$ cat config.mk
export PLATFORM = sky130hd
export DESIGN_NAME = rotor_angle_row_select
export DESIGN_NICKNAME = d
export VERILOG_FILES = /design/src/rtl/rars_pkg.sv /design/src/rtl/rotor_angle_row_select.sv /design/src/rtl/rars_div_unit.sv
export SDC_FILE = /design/constraint.sdc
export NUM_CORES = 2
export LEC_CHECK = 0
export BUFFER_PORTS_ARGS = -buffer_cell sky130_fd_sc_hd__clkbuf_2
export CORE_MARGIN = 5
export CORE_UTILIZATION = 30
export DETAILED_ROUTE_END_ITERATION = 10
export GPL_ROUTABILITY_DRIVEN = 0
export SYNTH_ARGS = -nofsm -noshare
export SYNTH_HDL_FRONTEND = slang
export SYNTH_SLANG_ARGS = --single-unit
$ cat constraint.sdc
create_clock -name clock -period 22 [get_ports clock]
set_clock_uncertainty 0.2 [all_clocks]
set_input_delay 0 -clock clock [delete_from_list [all_inputs] [get_ports clock]]
set_output_delay 0 -clock clock [all_outputs]
set_load 0.02 [all_outputs]
$ cat src/rtl/rars_pkg.sv
// Shared types and constants for the rotor angle row selector.
// Holds transaction structs, register indexes, fixed-point constants
// and divider control structs. Depends on nothing.
package rars_pkg;

   // Image height default and fixed-point layout
   localparam int IMAGE_ROWS_DEFAULT = 128;
   localparam int FRAC_BITS          = 20;

   // Configuration register indexes
   localparam int CSR_INDEX_W = 3;
   localparam logic [CSR_INDEX_W-1:0] CSR_MIN_INTERVAL = 3'd0;
   localparam logic [CSR_INDEX_W-1:0] CSR_MAX_INTERVAL = 3'd1;
   localparam logic [CSR_INDEX_W-1:0] CSR_FILTER_ALPHA = 3'd2;
   localparam logic [CSR_INDEX_W-1:0] CSR_START_ANGLE  = 3'd3;
   localparam logic [CSR_INDEX_W-1:0] CSR_SPREAD       = 3'd4;

   // Register widths and reset values
   localparam int ALPHA_W = 17;
   localparam int DEG_W   = 8;
   localparam logic [31:0]        MIN_INTERVAL_RESET = 32'd60000;
   localparam logic [31:0]        MAX_INTERVAL_RESET = 32'd1000000;
   localparam logic [ALPHA_W-1:0] FILTER_ALPHA_RESET = 17'd13107;
   localparam logic [DEG_W-1:0]   START_ANGLE_RESET  = 8'd40;
   localparam logic [DEG_W-1:0]   SPREAD_RESET       = 8'd120;

   // Item operation codes
   localparam logic OP_TICK  = 1'b0;
   localparam logic OP_QUERY = 1'b1;

   // Filter constants
   localparam logic [ALPHA_W-1:0] ALPHA_ONE   = 17'd65536;
   localparam int                 SUM_W       = 49;
   localparam logic [SUM_W-1:0]   FILTER_ROUND = 49'd32768;

   // Angle constants, degrees in Q.20
   localparam int ANG_W = 29;
   localparam int D_W   = 28;
   localparam logic [ANG_W-1:0] ANGLE_SCALE = 29'd377487360;  // 360 << 20
   localparam logic [ANG_W-1:0] HALF_TURN   = 29'd188743680;  // 180 << 20

   // Shared multiplier operand widths
   localparam int MUL_A_W = 32;
   localparam int MUL_B_W = 29;
   localparam int MUL_P_W = MUL_A_W + MUL_B_W;

   // Shared divider widths
   localparam int DIV_DVD_W   = 64;
   localparam int DIV_DSR_W   = 32;
   localparam int DIV_STEPS_W = 7;
   localparam logic [DIV_STEPS_W-1:0] REM_STEPS = 7'd40;
   localparam logic [DIV_STEPS_W-1:0] ANG_STEPS = 7'd61;

   typedef struct packed {
      logic        op;
      logic [31:0] time_us;
   } rars_req_type;

   typedef struct packed {
      logic        tick_accepted;
      logic [6:0]  row_index;
      logic        row_valid;
      logic [31:0] period_q8;
   } rars_rsp_type;

   typedef struct packed {
      logic                   start;
      logic [DIV_STEPS_W-1:0] steps;
   } div_cmd_type;

   typedef struct packed {
      logic busy;
      logic done;
   } div_status_type;

endpackage

$ cat src/rtl/rotor_angle_row_select.sv
// Rotor angle row selector: top level, sequencer, registers and datapath.
// Instantiates rars_div_unit; depends on rars_pkg.
//
// Usage
//   req channel (req_valid / req_stall / req_data): one transaction per
//   item, op = tick or query, with a wrapping microsecond timestamp.
//   rsp channel (rsp_valid / rsp_stall / rsp_data): exactly one transaction
//   per request, in order, carrying the filtered period after that item.
//   csr channel (csr_valid / csr_ready / csr_index / csr_wdata): register
//   writes, always ready; write only while no request is in flight.
// Sequencing
//   One request at a time. A rejected tick, or an accepted tick whose
//   interval exceeds the maximum, skips the filter update. A query runs
//   three divisions on the shared one-bit-per-cycle divider (40, 61 and
//   28 + clog2(rows+1) steps). A query with zero period or spread skips
//   the divisions. req_stall is high whenever a request is busy.
// Reset
//   Synchronous, active high: registers to their defaults, last tick time
//   and filtered period to zero, no response pending.
// Stall
//   A finished result waits in the output register while rsp_stall is
//   high; the next request is taken meanwhile and holds before its result.
module rotor_angle_row_select #(
   parameter int IMAGE_ROWS = rars_pkg::IMAGE_ROWS_DEFAULT
) (
   input  logic                               clock,
   input  logic                               reset,
   input  logic                               req_valid,
   output logic                               req_stall,
   input  rars_pkg::rars_req_type             req_data,
   output logic                               rsp_valid,
   input  logic                               rsp_stall,
   output rars_pkg::rars_rsp_type             rsp_data,
   input  logic                               csr_valid,
   output logic                               csr_ready,
   input  logic [rars_pkg::CSR_INDEX_W-1:0]   csr_index,
   input  logic [31:0]                        csr_wdata
);
   import rars_pkg::*;

   // Row arithmetic widths follow the image height
   localparam int ROWS_VAL_W = $clog2(IMAGE_ROWS + 1);
   localparam int ROW_W      = $clog2(IMAGE_ROWS);
   localparam int PROD_W     = D_W + ROWS_VAL_W;
   localparam int ROW_FULL_W = PROD_W + 1 - FRAC_BITS;
   localparam logic [DIV_STEPS_W-1:0] ROW_STEPS = DIV_STEPS_W'(PROD_W);
   localparam logic [MUL_B_W-1:0]     ROWS_MUL  = MUL_B_W'(IMAGE_ROWS);
   localparam logic [PROD_W-1:0]      ROWS_Q    = PROD_W'(IMAGE_ROWS) << FRAC_BITS;
   localparam logic [PROD_W:0]        ROW_ROUND = (PROD_W + 1)'(1) << (FRAC_BITS - 1);
   localparam logic [ROW_FULL_W-1:0]  ROWS_FULL = ROW_FULL_W'(IMAGE_ROWS);
   localparam logic [ROW_W-1:0]       ROW_LAST  = ROW_W'(IMAGE_ROWS - 1);

   typedef enum logic [3:0] {
      ST_IDLE,
      ST_T_CHECK,
      ST_T_MUL_NEW,
      ST_T_MUL_OLD,
      ST_T_SUM,
      ST_Q_CHECK,
      ST_Q_DIV_WAIT,
      ST_Q_MUL_ANG,
      ST_Q_LOAD_ANG,
      ST_Q_FOLD,
      ST_Q_MUL_ROW,
      ST_Q_LOAD_ROW,
      ST_Q_ROW,
      ST_DONE
   } state_type;

   typedef enum logic [1:0] {
      PH_REM,
      PH_ANG,
      PH_ROW
   } phase_type;

   // Configuration registers
   logic [31:0]        min_ff;
   logic [31:0]        max_ff;
   logic [ALPHA_W-1:0] alpha_ff;
   logic [DEG_W-1:0]   start_ff;
   logic [DEG_W-1:0]   spread_ff;

   // Block state
   logic [31:0]        last_tick_ff;
   logic [31:0]        period_ff;

   // Sequencer and working registers
   state_type          state_ff;
   phase_type          phase_ff;
   logic [31:0]        time_ff;
   logic [31:0]        x_ff;
   logic [MUL_P_W-1:0] mul_ff;
   logic [47:0]        acc_ff;
   logic [D_W-1:0]     d_ff;

   // Result registers
   logic               res_acc_ff;
   logic               res_valid_ff;
   logic [ROW_W-1:0]   res_row_ff;
   logic               rsp_valid_ff;
   rars_rsp_type       rsp_ff;

   // Datapath signals
   logic [31:0]          x_in;
   logic [31:0]          elapsed;
   logic [31:0]          xq;
   logic [ALPHA_W-1:0]   alpha_c;
   logic [MUL_A_W-1:0]   mul_a;
   logic [MUL_B_W-1:0]   mul_b;
   logic [MUL_P_W-1:0]   mul_in;
   logic [SUM_W-1:0]     sum;
   logic                 query_blank;
   logic [ANG_W-1:0]     ang;
   logic [ANG_W-1:0]     ang_f;
   logic [ANG_W-1:0]     base;
   logic [ANG_W-1:0]     d_wide;
   logic [PROD_W-1:0]    yq;
   logic [PROD_W:0]      row_sum;
   logic [ROW_FULL_W-1:0] row_full;
   logic [ROW_W-1:0]     row_in;
   logic [ROW_W+6:0]     row_ext;
   logic                 req_take;

   div_cmd_type          div_cmd;
   div_status_type       div_status;
   logic [DIV_DVD_W-1:0] div_dvd;
   logic [DIV_DSR_W-1:0] div_dsr;
   logic [DIV_DVD_W-1:0] div_quo;
   logic [DIV_DSR_W-1:0] div_rem;

   rars_div_unit u_div (
      .clock      (clock),
      .reset      (reset),
      .div_cmd    (div_cmd),
      .dividend   (div_dvd),
      .divisor    (div_dsr),
      .div_status (div_status),
      .quotient   (div_quo),
      .remainder  (div_rem)
   );

   assign req_take = req_valid && !req_stall;

   // Interval arithmetic and filter operands
   always_comb begin
      x_in        = time_ff - last_tick_ff;
      elapsed     = time_ff - last_tick_ff;
      // saturate Q24.8 form once the interval no longer fits 24 bits
      xq          = (x_ff[31:24] != '0) ? 32'hFFFF_FFFF : {x_ff[23:0], 8'h00};
      alpha_c     = (alpha_ff > ALPHA_ONE) ? ALPHA_ONE : alpha_ff;
      sum         = {1'b0, acc_ff} + {1'b0, mul_ff[47:0]} + FILTER_ROUND;
      query_blank = (period_ff == '0) || (spread_ff == '0);
   end

   // Shared multiplier: pick operands by step
   always_comb begin
      unique case (state_ff)
         ST_T_MUL_NEW: begin
            mul_a = xq;
            mul_b = {{(MUL_B_W - ALPHA_W){1'b0}}, alpha_c};
         end
         ST_T_MUL_OLD: begin
            mul_a = period_ff;
            mul_b = {{(MUL_B_W - ALPHA_W){1'b0}}, ALPHA_ONE - alpha_c};
         end
         ST_Q_MUL_ANG: begin
            mul_a = div_rem;
            mul_b = ANGLE_SCALE;
         end
         ST_Q_MUL_ROW: begin
            mul_a = {{(MUL_A_W - D_W){1'b0}}, d_ff};
            mul_b = ROWS_MUL;
         end
         default: begin
            mul_a = '0;
            mul_b = '0;
         end
      endcase
      mul_in = {{MUL_B_W{1'b0}}, mul_a} * {{MUL_A_W{1'b0}}, mul_b};
   end

   // Divider launch: remainder of the turn, angle, then row
   always_comb begin
      div_cmd.start = 1'b0;
      div_cmd.steps = REM_STEPS;
      div_dvd       = {elapsed, 32'h0000_0000};
      div_dsr       = period_ff;
      unique case (state_ff)
         ST_Q_CHECK: begin
            div_cmd.start = !query_blank;
         end
         ST_Q_LOAD_ANG: begin
            div_cmd.start = 1'b1;
            div_cmd.steps = ANG_STEPS;
            div_dvd       = {mul_ff, {(DIV_DVD_W - MUL_P_W){1'b0}}};
         end
         ST_Q_LOAD_ROW: begin
            div_cmd.start = 1'b1;
            div_cmd.steps = ROW_STEPS;
            div_dvd       = {mul_ff[PROD_W-1:0], {(DIV_DVD_W - PROD_W){1'b0}}};
            div_dsr       = {{(DIV_DSR_W - DEG_W){1'b0}}, spread_ff};
         end
         default: begin
            div_cmd.start = 1'b0;
         end
      endcase
   end

   // Fold to a half-turn, offset by the start angle, round the row half up
   always_comb begin
      ang      = div_quo[ANG_W-1:0];
      ang_f    = (ang >= HALF_TURN) ? ang - HALF_TURN : ang;
      base     = {{(ANG_W - DEG_W - FRAC_BITS){1'b0}}, start_ff, {FRAC_BITS{1'b0}}};
      d_wide   = ang_f - base;
      yq       = div_quo[PROD_W-1:0];
      row_sum  = {1'b0, yq} + ROW_ROUND;
      row_full = row_sum[PROD_W:FRAC_BITS];
      row_in   = (row_full >= ROWS_FULL) ? ROW_LAST : row_full[ROW_W-1:0];
      row_ext  = {7'b000_0000, res_row_ff};
   end

   // Configuration writes
   assign csr_ready = 1'b1;

   always_ff @(posedge clock) begin
      if (reset) begin
         min_ff    <= MIN_INTERVAL_RESET;
         max_ff    <= MAX_INTERVAL_RESET;
         alpha_ff  <= FILTER_ALPHA_RESET;
         start_ff  <= START_ANGLE_RESET;
         spread_ff <= SPREAD_RESET;
      end else if (csr_valid) begin
         unique case (csr_index)
            CSR_MIN_INTERVAL: min_ff    <= csr_wdata;
            CSR_MAX_INTERVAL: max_ff    <= csr_wdata;
            CSR_FILTER_ALPHA: alpha_ff  <= csr_wdata[ALPHA_W-1:0];
            CSR_START_ANGLE:  start_ff  <= csr_wdata[DEG_W-1:0];
            CSR_SPREAD:       spread_ff <= csr_wdata[DEG_W-1:0];
            default: begin
               // drop writes to unknown indexes
            end
         endcase
      end
   end

   // Sequencer with its registered outputs
   always_ff @(posedge clock) begin
      mul_ff <= mul_in;
      if (reset) begin
         state_ff     <= ST_IDLE;
         phase_ff     <= PH_REM;
         last_tick_ff <= '0;
         period_ff    <= '0;
         rsp_valid_ff <= 1'b0;
      end else begin
         // retire the waiting response once taken
         if (rsp_valid_ff && !rsp_stall) begin
            rsp_valid_ff <= 1'b0;
         end
         unique case (state_ff)
            ST_IDLE: begin
               if (req_take) begin
                  time_ff      <= req_data.time_us;
                  res_acc_ff   <= 1'b0;
                  res_valid_ff <= 1'b0;
                  res_row_ff   <= '0;
                  state_ff     <= (req_data.op == OP_QUERY) ? ST_Q_CHECK : ST_T_CHECK;
               end
            end
            ST_T_CHECK: begin
               if (x_in < min_ff) begin
                  state_ff <= ST_DONE;
               end else begin
                  last_tick_ff <= time_ff;
                  x_ff         <= x_in;
                  res_acc_ff   <= 1'b1;
                  state_ff     <= (x_in <= max_ff) ? ST_T_MUL_NEW : ST_DONE;
               end
            end
            ST_T_MUL_NEW: begin
               state_ff <= ST_T_MUL_OLD;
            end
            ST_T_MUL_OLD: begin
               acc_ff   <= mul_ff[47:0];
               state_ff <= ST_T_SUM;
            end
            ST_T_SUM: begin
               period_ff <= sum[47:16];
               state_ff  <= ST_DONE;
            end
            ST_Q_CHECK: begin
               phase_ff <= PH_REM;
               state_ff <= query_blank ? ST_DONE : ST_Q_DIV_WAIT;
            end
            ST_Q_DIV_WAIT: begin
               if (div_status.done) begin
                  unique case (phase_ff)
                     PH_REM:  state_ff <= ST_Q_MUL_ANG;
                     PH_ANG:  state_ff <= ST_Q_FOLD;
                     PH_ROW:  state_ff <= ST_Q_ROW;
                     default: state_ff <= ST_IDLE;
                  endcase
               end
            end
            ST_Q_MUL_ANG: begin
               state_ff <= ST_Q_LOAD_ANG;
            end
            ST_Q_LOAD_ANG: begin
               phase_ff <= PH_ANG;
               state_ff <= ST_Q_DIV_WAIT;
            end
            ST_Q_FOLD: begin
               if (ang_f < base) begin
                  state_ff <= ST_DONE;
               end else begin
                  d_ff     <= d_wide[D_W-1:0];
                  state_ff <= ST_Q_MUL_ROW;
               end
            end
            ST_Q_MUL_ROW: begin
               state_ff <= ST_Q_LOAD_ROW;
            end
            ST_Q_LOAD_ROW: begin
               phase_ff <= PH_ROW;
               state_ff <= ST_Q_DIV_WAIT;
            end
            ST_Q_ROW: begin
               // blank beyond the image; the bottom edge clamps to the last row
               if (yq <= ROWS_Q) begin
                  res_valid_ff <= 1'b1;
                  res_row_ff   <= row_in;
               end
               state_ff <= ST_DONE;
            end
            ST_DONE: begin
               // hold until the output register is free
               if (!rsp_valid_ff || !rsp_stall) begin
                  rsp_ff.tick_accepted <= res_acc_ff;
                  rsp_ff.row_index     <= row_ext[6:0];
                  rsp_ff.row_valid     <= res_valid_ff;
                  rsp_ff.period_q8     <= period_ff;
                  rsp_valid_ff         <= 1'b1;
                  state_ff             <= ST_IDLE;
               end
            end
            default: begin
               state_ff <= ST_IDLE;
            end
         endcase
      end
   end

   assign req_stall = (state_ff != ST_IDLE);
   assign rsp_valid = rsp_valid_ff;
   assign rsp_data  = rsp_ff;

   a_row_only_query : assert property (@(posedge clock) disable iff (reset)
      rsp_valid_ff && rsp_ff.row_valid |-> !rsp_ff.tick_accepted)
      else $error("row shown on a tick transaction");

   a_last_tick_src : assert property (@(posedge clock) disable iff (reset)
      !$past(reset) && last_tick_ff != $past(last_tick_ff) |->
         $past(state_ff) == ST_T_CHECK)
      else $error("last tick time changed outside tick check");

   a_period_src : assert property (@(posedge clock) disable iff (reset)
      !$past(reset) && period_ff != $past(period_ff) |->
         $past(state_ff) == ST_T_SUM)
      else $error("period changed outside filter update");

   a_take_busy : assert property (@(posedge clock) disable iff (reset)
      req_take |=> state_ff != ST_IDLE)
      else $error("request taken but sequencer stayed idle");

endmodule

$ cat src/rtl/rars_div_unit.sv
// Shared restoring divider, one quotient bit per cycle.
// Dividend is given left-aligned; the step count sets the quotient width.
// Depends on rars_pkg.
module rars_div_unit (
   input  logic                               clock,
   input  logic                               reset,
   input  rars_pkg::div_cmd_type              div_cmd,
   input  logic [rars_pkg::DIV_DVD_W-1:0]     dividend,
   input  logic [rars_pkg::DIV_DSR_W-1:0]     divisor,
   output rars_pkg::div_status_type           div_status,
   output logic [rars_pkg::DIV_DVD_W-1:0]     quotient,
   output logic [rars_pkg::DIV_DSR_W-1:0]     remainder
);
   import rars_pkg::*;

   logic [DIV_DVD_W-1:0]   dvd_ff;
   logic [DIV_DSR_W-1:0]   rem_ff;
   logic [DIV_DSR_W-1:0]   dsr_ff;
   logic [DIV_STEPS_W-1:0] cnt_ff;
   logic                   busy_ff;
   logic                   done_ff;

   logic [DIV_DSR_W:0]     trial;
   logic [DIV_DSR_W:0]     diff;
   logic                   fits;
   logic [DIV_DSR_W-1:0]   rem_in;

   always_comb begin
      trial  = {rem_ff, dvd_ff[DIV_DVD_W-1]};
      diff   = trial - {1'b0, dsr_ff};
      fits   = (trial >= {1'b0, dsr_ff});
      rem_in = fits ? diff[DIV_DSR_W-1:0] : trial[DIV_DSR_W-1:0];
   end

   always_ff @(posedge clock) begin
      if (reset) begin
         busy_ff <= 1'b0;
         done_ff <= 1'b0;
         cnt_ff  <= '0;
      end else begin
         done_ff <= 1'b0;
         if (div_cmd.start) begin
            dvd_ff  <= dividend;
            rem_ff  <= '0;
            dsr_ff  <= divisor;
            cnt_ff  <= div_cmd.steps;
            busy_ff <= 1'b1;
         end else if (busy_ff) begin
            dvd_ff <= {dvd_ff[DIV_DVD_W-2:0], fits};
            rem_ff <= rem_in;
            cnt_ff <= cnt_ff - 1'b1;
            if (cnt_ff == DIV_STEPS_W'(1)) begin
               busy_ff <= 1'b0;
               done_ff <= 1'b1;
            end
         end
      end
   end

   assign div_status.busy = busy_ff;
   assign div_status.done = done_ff;
   assign quotient        = dvd_ff;
   assign remainder       = rem_ff;

   a_no_restart : assert property (@(posedge clock) disable iff (reset)
      div_cmd.start |-> !busy_ff)
      else $error("divider started while busy");

   a_count_live : assert property (@(posedge clock) disable iff (reset)
      busy_ff |-> cnt_ff != '0)
      else $error("divider busy with no steps left");

   a_last_step : assert property (@(posedge clock) disable iff (reset)
      busy_ff && !div_cmd.start && cnt_ff == DIV_STEPS_W'(1) |=> done_ff && !busy_ff)
      else $error("divider failed to finish after last step");

   a_rem_bound : assert property (@(posedge clock) disable iff (reset)
      done_ff && dsr_ff != '0 |-> rem_ff < dsr_ff)
      else $error("divider remainder not below divisor");

endmodule
**After elaboration in Yosys (flattened, before gate mapping)**

Index checks and enable logic that the tools add are counted.

- Register bits after elaboration: 556
- Output and inout bits: 44
- Word-level logic and storage cells: 156

- $add $sub $neg: 9
- Multiply operators: 1
- Order comparisons: 8
- Eq/ne operators: 25
- Mux-type cells: 42
- Bitwise operators: 4
- Reduce and logical (&&, ||, !) cells: 38

Operators by type and width:

| kind | count |
|---|---|
| 64-bit 2-to-1 mux | 2 |
| 32-bit case mux with 4 select lines | 1 |
| 64-bit case mux with 2 select lines | 1 |
| 29-bit case mux with 4 select lines | 1 |
| 32-bit 2-to-1 mux | 3 |
| 32-bit subtractor | 2 |
| 32-bit by 29-bit multiplier with 61-bit output | 1 |
| 48-bit by 16-bit adder with 48-bit output (second input constant) | 1 |
| 48-bit adder | 1 |
| 4-bit case mux with 12 select lines | 1 |
| 36-bit by 20-bit adder with 37-bit output (second input constant) | 1 |
| 36-bit by 28-bit <= comparator with 1-bit output (second input constant) | 1 |
| 7-bit 2-to-1 mux | 5 |
| 33-bit by 32-bit >= comparator with 1-bit output | 1 |
| 32-bit <= comparator | 1 |
| 32-bit zero test | 1 |
| 32-bit < comparator | 1 |
| 29-bit by 28-bit >= comparator with 1-bit output (second input constant) | 1 |
| 29-bit by 28-bit < comparator with 1-bit output | 1 |
| 29-bit 2-to-1 mux | 1 |
| 29-bit by 28-bit subtractor with 29-bit output (second input constant) | 1 |
| 28-bit subtractor | 1 |
| 4-bit == test (second input constant) | 6 |
| 4-bit 2-to-1 mux | 6 |
| 41 further kinds | 85 |

**Depth between registers and ports, before layout**

- Depth after elaboration: 6
- Depth in mapped cells: 43

**Modules after synthesis**

From an unflattened synthesis, not the netlist that was laid out.

- Cell total of the unflattened synthesis: 5703
- Area, all modules: 52592.9 sq um

Modules (own cells, without submodules):

| module | times used | cells each | area an instance (sq um) | sequential area each (sq um) |
|---|---|---|---|---|
| rotor_angle_row_select | 1 | 5052 | 45114.5 | 10289.9 |
| rars_div_unit | 1 | 651 | 7478.4 | 4023.9 |

**Least setup slack after synthesis**

Ideal clock, no wire load.

- Kind: register to register
- From: reg alpha_ff[2]
- To: reg mul_ff[60]
- Setup time: 0.120 ns
- Data arrival time: 9.817 ns
- Setup slack: 11.863 ns
- Stages on the path, launching flop included: 39
- Period minus slack after synthesis: 10.137 ns
- Cells stage by stage: dfxtp_1 nor3_4 nand4_1 or4b_4 o41ai_2 buf_2 nand2_1 ha_1 nor2b_1 nand2_1 o21ai_1 o31ai_2 buf_2 nand2_1 fa_1 inv_1 fa_1 inv_1 [... 3 more ...] inv_1 fa_1 fa_1 fa_1 inv_1 fa_1 ha_1 clkbuf_1 a21o_1 o21bai_1 a21o_1 or4_1 nor4b_1 a21oi_1 o31ai_1 or2_0 a21oi_1 xnor2_1

- Word-level cells in the longest chain between the ends: 5

Ends and longest elaborated chain:

| what | line | RTL |
|---|---|---|
| start, declared | rotor_angle_row_select.sv:79 | `logic [ALPHA_W-1:0] alpha_ff;` |
| start signal, assigned | rotor_angle_row_select.sv:236 | `CSR_FILTER_ALPHA: alpha_ff <= csr_wdata[ALPHA_W-1:0];` |
| 17-bit greater-than comparator | rotor_angle_row_select.sv:150 | `alpha_c = (alpha_ff > ALPHA_ONE) ? ALPHA_ONE : alpha_ff;` |
| 17-bit 2-to-1 mux * | rotor_angle_row_select.sv:150 |  |
| 17-bit subtractor | rotor_angle_row_select.sv:164 | `mul_b = {{(MUL_B_W - ALPHA_W){1'b0}}, ALPHA_ONE - alpha_c};` |
| 29-bit case mux with 4 select lines * | rotor_angle_row_select.sv:157 | `unique case (state_ff)` |
| 32-bit by 29-bit multiplier with 61-bit output * | rotor_angle_row_select.sv:179 | `mul_in = {{MUL_B_W{1'b0}}, mul_a} * {{MUL_A_W{1'b0}}, mul_b};` |
| via mul_in[60] | rotor_angle_row_select.sv:110 | `logic [MUL_P_W-1:0] mul_in;` |
| end signal, assigned | rotor_angle_row_select.sv:248 | `mul_ff <= mul_in;` |
| end, declared | rotor_angle_row_select.sv:92 | `logic [MUL_P_W-1:0] mul_ff;` |

The timed path passes the listed nets; every way through them passes the cells marked *.
A chain may end at the register's enable or synchronous reset.

**Final worst setup path**

- From: reg alpha_ff[2]
- To: reg mul_ff[59]

Same word-level chain as after synthesis.

==> results.json <==
{
  "start_util_pct": 30.1,
  "post-route-period-util_pct": 51.7,
  "cts_sinks": 556,
  "drive_above_1_share_pct": 6.00,
  "setup_violations": 0,
  "worstHoldStart": "csr_wdata[2]",
  "synth_warnings": 0,
  "portBuffers": 115,
  "relSlewSlack_pct": 10.4,
  "dieArea_mm2": 0.183,
  "synth_compound_area_share_pct": 12.8,
  "setup.worst_path.start": "alpha_ff[2]$_SDFFE_PP0P_",
  "yosys.cell_count.top_type": "inv_1",
  "worstReg2RegStart": "alpha_ff[2]$_SDFFE_PP0P_",
  "synth_top_cell_by_area": "fa_1",
  "critPathMaxStageDelay_ns": 1.05,
  "fillerInstances": 17800,
  "netlist_area_mm2": 0.0523,
  "synth_mux_area_share_pct": 0.459,
  "dp_hpwl_mm": 140,
  "globalRouteOverflowTotal": 0,
  "ys_ff_latch": 556,
  "arrival_ns": 11.77,
  "core_area_mm2": 0.174,
  "multi_input_area_mm2": 0.0336,
  "synth_edf_count": 318,
  "regArea_mm2": 0.0143,
  "cap_violations": 0,
  "synth_flop_cell": "edfxtp_1",
  "synth_top_family_by_area": "adder cells",
  "synth-simple-area-share_pct": 14.1,
  "fin_util_pct": 34.0,
  "endpoint_kind": "register",
  "synth-xor-area-share_pct": 2.76,
  "cp_slowest_cell": "a32o_1",
  "yosys.cell_types.count": 88,
  "clkSlewWorstSetupHoldPaths_ns": 0.07,
  "ys_top_cells_by_area": "fa_1 21%, edfxtp_1 18%, ha_1 13%",
  "rows": 153,
  "drtPass1Iterations": 6,
  "powerDensity_mw_per_mm2": 82.3,
  "post-cts-setup-buffers": 0,
  "status": "finished clean",
  "synth_common_cells": "947 x inv_1, 674 x nand2_1, 554 x nor2_1",
  "drc_errors": 0,
  "crit_type": "register to register",
  "yosysSeqAreaShare_pct": 27.4,
  "rsz0062_at_grt": "false",
  "wl_per_cell_um": 21.6,
  "synthCells": 5748,
  "grt_util_all_layers_pct": 19.2,
  "worstPathMaxFanout": 23,
  "p_leak_nw": 26.8,
  "cts_buffers": 61,
  "grt_max_degree": 103,
  "hp-class": "primary input to register",
  "via_per_inst": 5.18,
  "wirelength_mm": 179,
  "cts-root-buf": "clkbuf_16",
  "num-nets-final": 7056,
  "die_height_um": 428,
  "hold_ws_ns": 0.0532,
  "die_w_um": 428,
  "clock_latency_ns": 0.69,
  "cts_tree": "yes",
  "grt_pass1_vias": 42900,
  "ios": 117,
  "timing.fmax_mhz": 87.9,
  "syn_area_per_cell_um2": 9.10,
  "worst_pin_slew_ns": 1.34,
  "grt_pass1_wl_mm": 268,
  "finalCriticalPeriod_ns": 11.37,
  "clockBufferDepth": 3,
  "crit_required_ns": 22.39,
  "vdd_drop_max_v": 0.0000844,
  "slew_viol_final": 0,
  "synth_nets": 6909,
  "design_area_mm2": 0.0591,
  "synthToLayoutAreaGrowth_pct": 13.0,
  "crit_top_cell": "fa_1",
  "placed_area_mm2": 0.0555,
  "antenna_found_initial": 8,
  "vias": 42900,
  "async_reset_ff_share_pct": 0,
  "tns_ns": 0,
  "hold_viol": 0,
  "drt_iter0_markers": 3987,
  "ant_nets": 0,
  "synth_top_area_share_pct": 21.1,
  "htreeDepth": 2,
  "startpoint_type": "register",
  "synthAdderAreaFrac_pct": 33.9
}
routing by layer:
layer / share of wire [%] / up-vias / GRT usage, %
met2: 44 / 1999 / 30.2
met4: 4.8 / 2 / 7.76
met1: 41 / 21200 / 25.6
li1: - / 19300 / -
met5: 0.0073 / - / 0
met3: 10 / 429 / 4.50
where the power goes:
group          total [mW]  leakage, nW  switching, mW  internal (mW)
Clock                1.09         1.03          0.477          0.614
Sequential           1.60         4.85          0.219           1.38
Combinational        2.17         20.9           1.42          0.753
Total                4.86         26.8           2.12           2.75
path summary, 6_finish.rpt:
path                                          endpoint  slack, ns  depth (start not counted)
worst max-delay path                mul_ff[59]$_DFF_P_      10.63                         35
worst min-delay path            min_ff[2]$_SDFFE_PP0P_       0.05                          4
worst max register to register      mul_ff[59]$_DFF_P_      10.63                         35
worst min register to register  rsp_data[36]$_DFFE_PP_       0.23                          0
placed cells by master, fill, tap and decap left out, types with 26 or more instances in the layout:
cell type,n
edfxtp_1,318
a21o_1,100
and3_1,30
buf_4,73
xnor2_1,113
nand3_1,61
a22o_1,26
nor2b_1,53
dfxtp_1,238
and2_1,44
clkbuf_2,115
nor3_1,51
nand2b_1,29
dlygate4sd3_1,143
o21ai_0,157
clkbuf_16,64
xor2_1,52
inv_1,947
nand4_1,53
fa_1,552
a21oi_1,395
o21a_1,54
nand2_1,672
a221oi_1,36
a31oi_1,26
nor2_1,544
ha_1,536
timing repair:
| action | in CTS | in global routing |
|---|---|---|
| gates resized for setup | 0 | 0 |
| hold buffers | 143 | 0 |
| endpoints found under the hold margin | 226 | 0 |
layout make-up:
type	instances	share of cell area, %
multi-input combinational	3998	56.9
sequential	556	24.2
inverter	947	6.01
tap	2325	4.92
timing repair buffer	331	4.33
clock buffer	79	2.89
clock inverter	37	0.707
antenna	4	0.0169
registers in the layout, indices dropped and copies added, names as in the netlist, 17 cells and up:
signal / flops
acc_ff: 48
alpha_ff: 17
d_ff: 28
last_tick_ff: 32
max_ff: 32
min_ff: 32
mul_ff: 61
period_ff: 32
rsp_data: 41
time_ff: 32
u_div.dsr_ff: 32
u_div.quotient: 64
u_div.remainder: 32
x_ff: 32
worst max-delay path, delay by kind of cell, from the launching register on:
kind	cells	cell delay [ns]
fa+ha+maj	10	4.52
simple gates	13	2.93
buf+inv	4	0.39
flops	1	0.37
compound gates	8	2.85
kinds of logic (layout without fill, tap and decap cells):
family / after synthesis / after routing
flops: 556 / 556
simple gates: 1672 / 1672
buf+inv: 1194 / 1394
mux: 23 / 23
compound gates: 1049 / 1049
other cells: 1 / 5
fa+ha+maj: 1088 / 1088
xor+xnor: 165 / 165
per-stage QoR:
stage	setup slack [ns]	total power, mW	cells
global placement	11.15	3.67	8013
CTS	10.86	4.83	8273
floorplan	11.86	2.95	5748
global route	10.16	5.14	8273
finish	10.63	4.86	8277
detailed placement	10.92	3.72	8014
(Power assumes the default switching activity.)
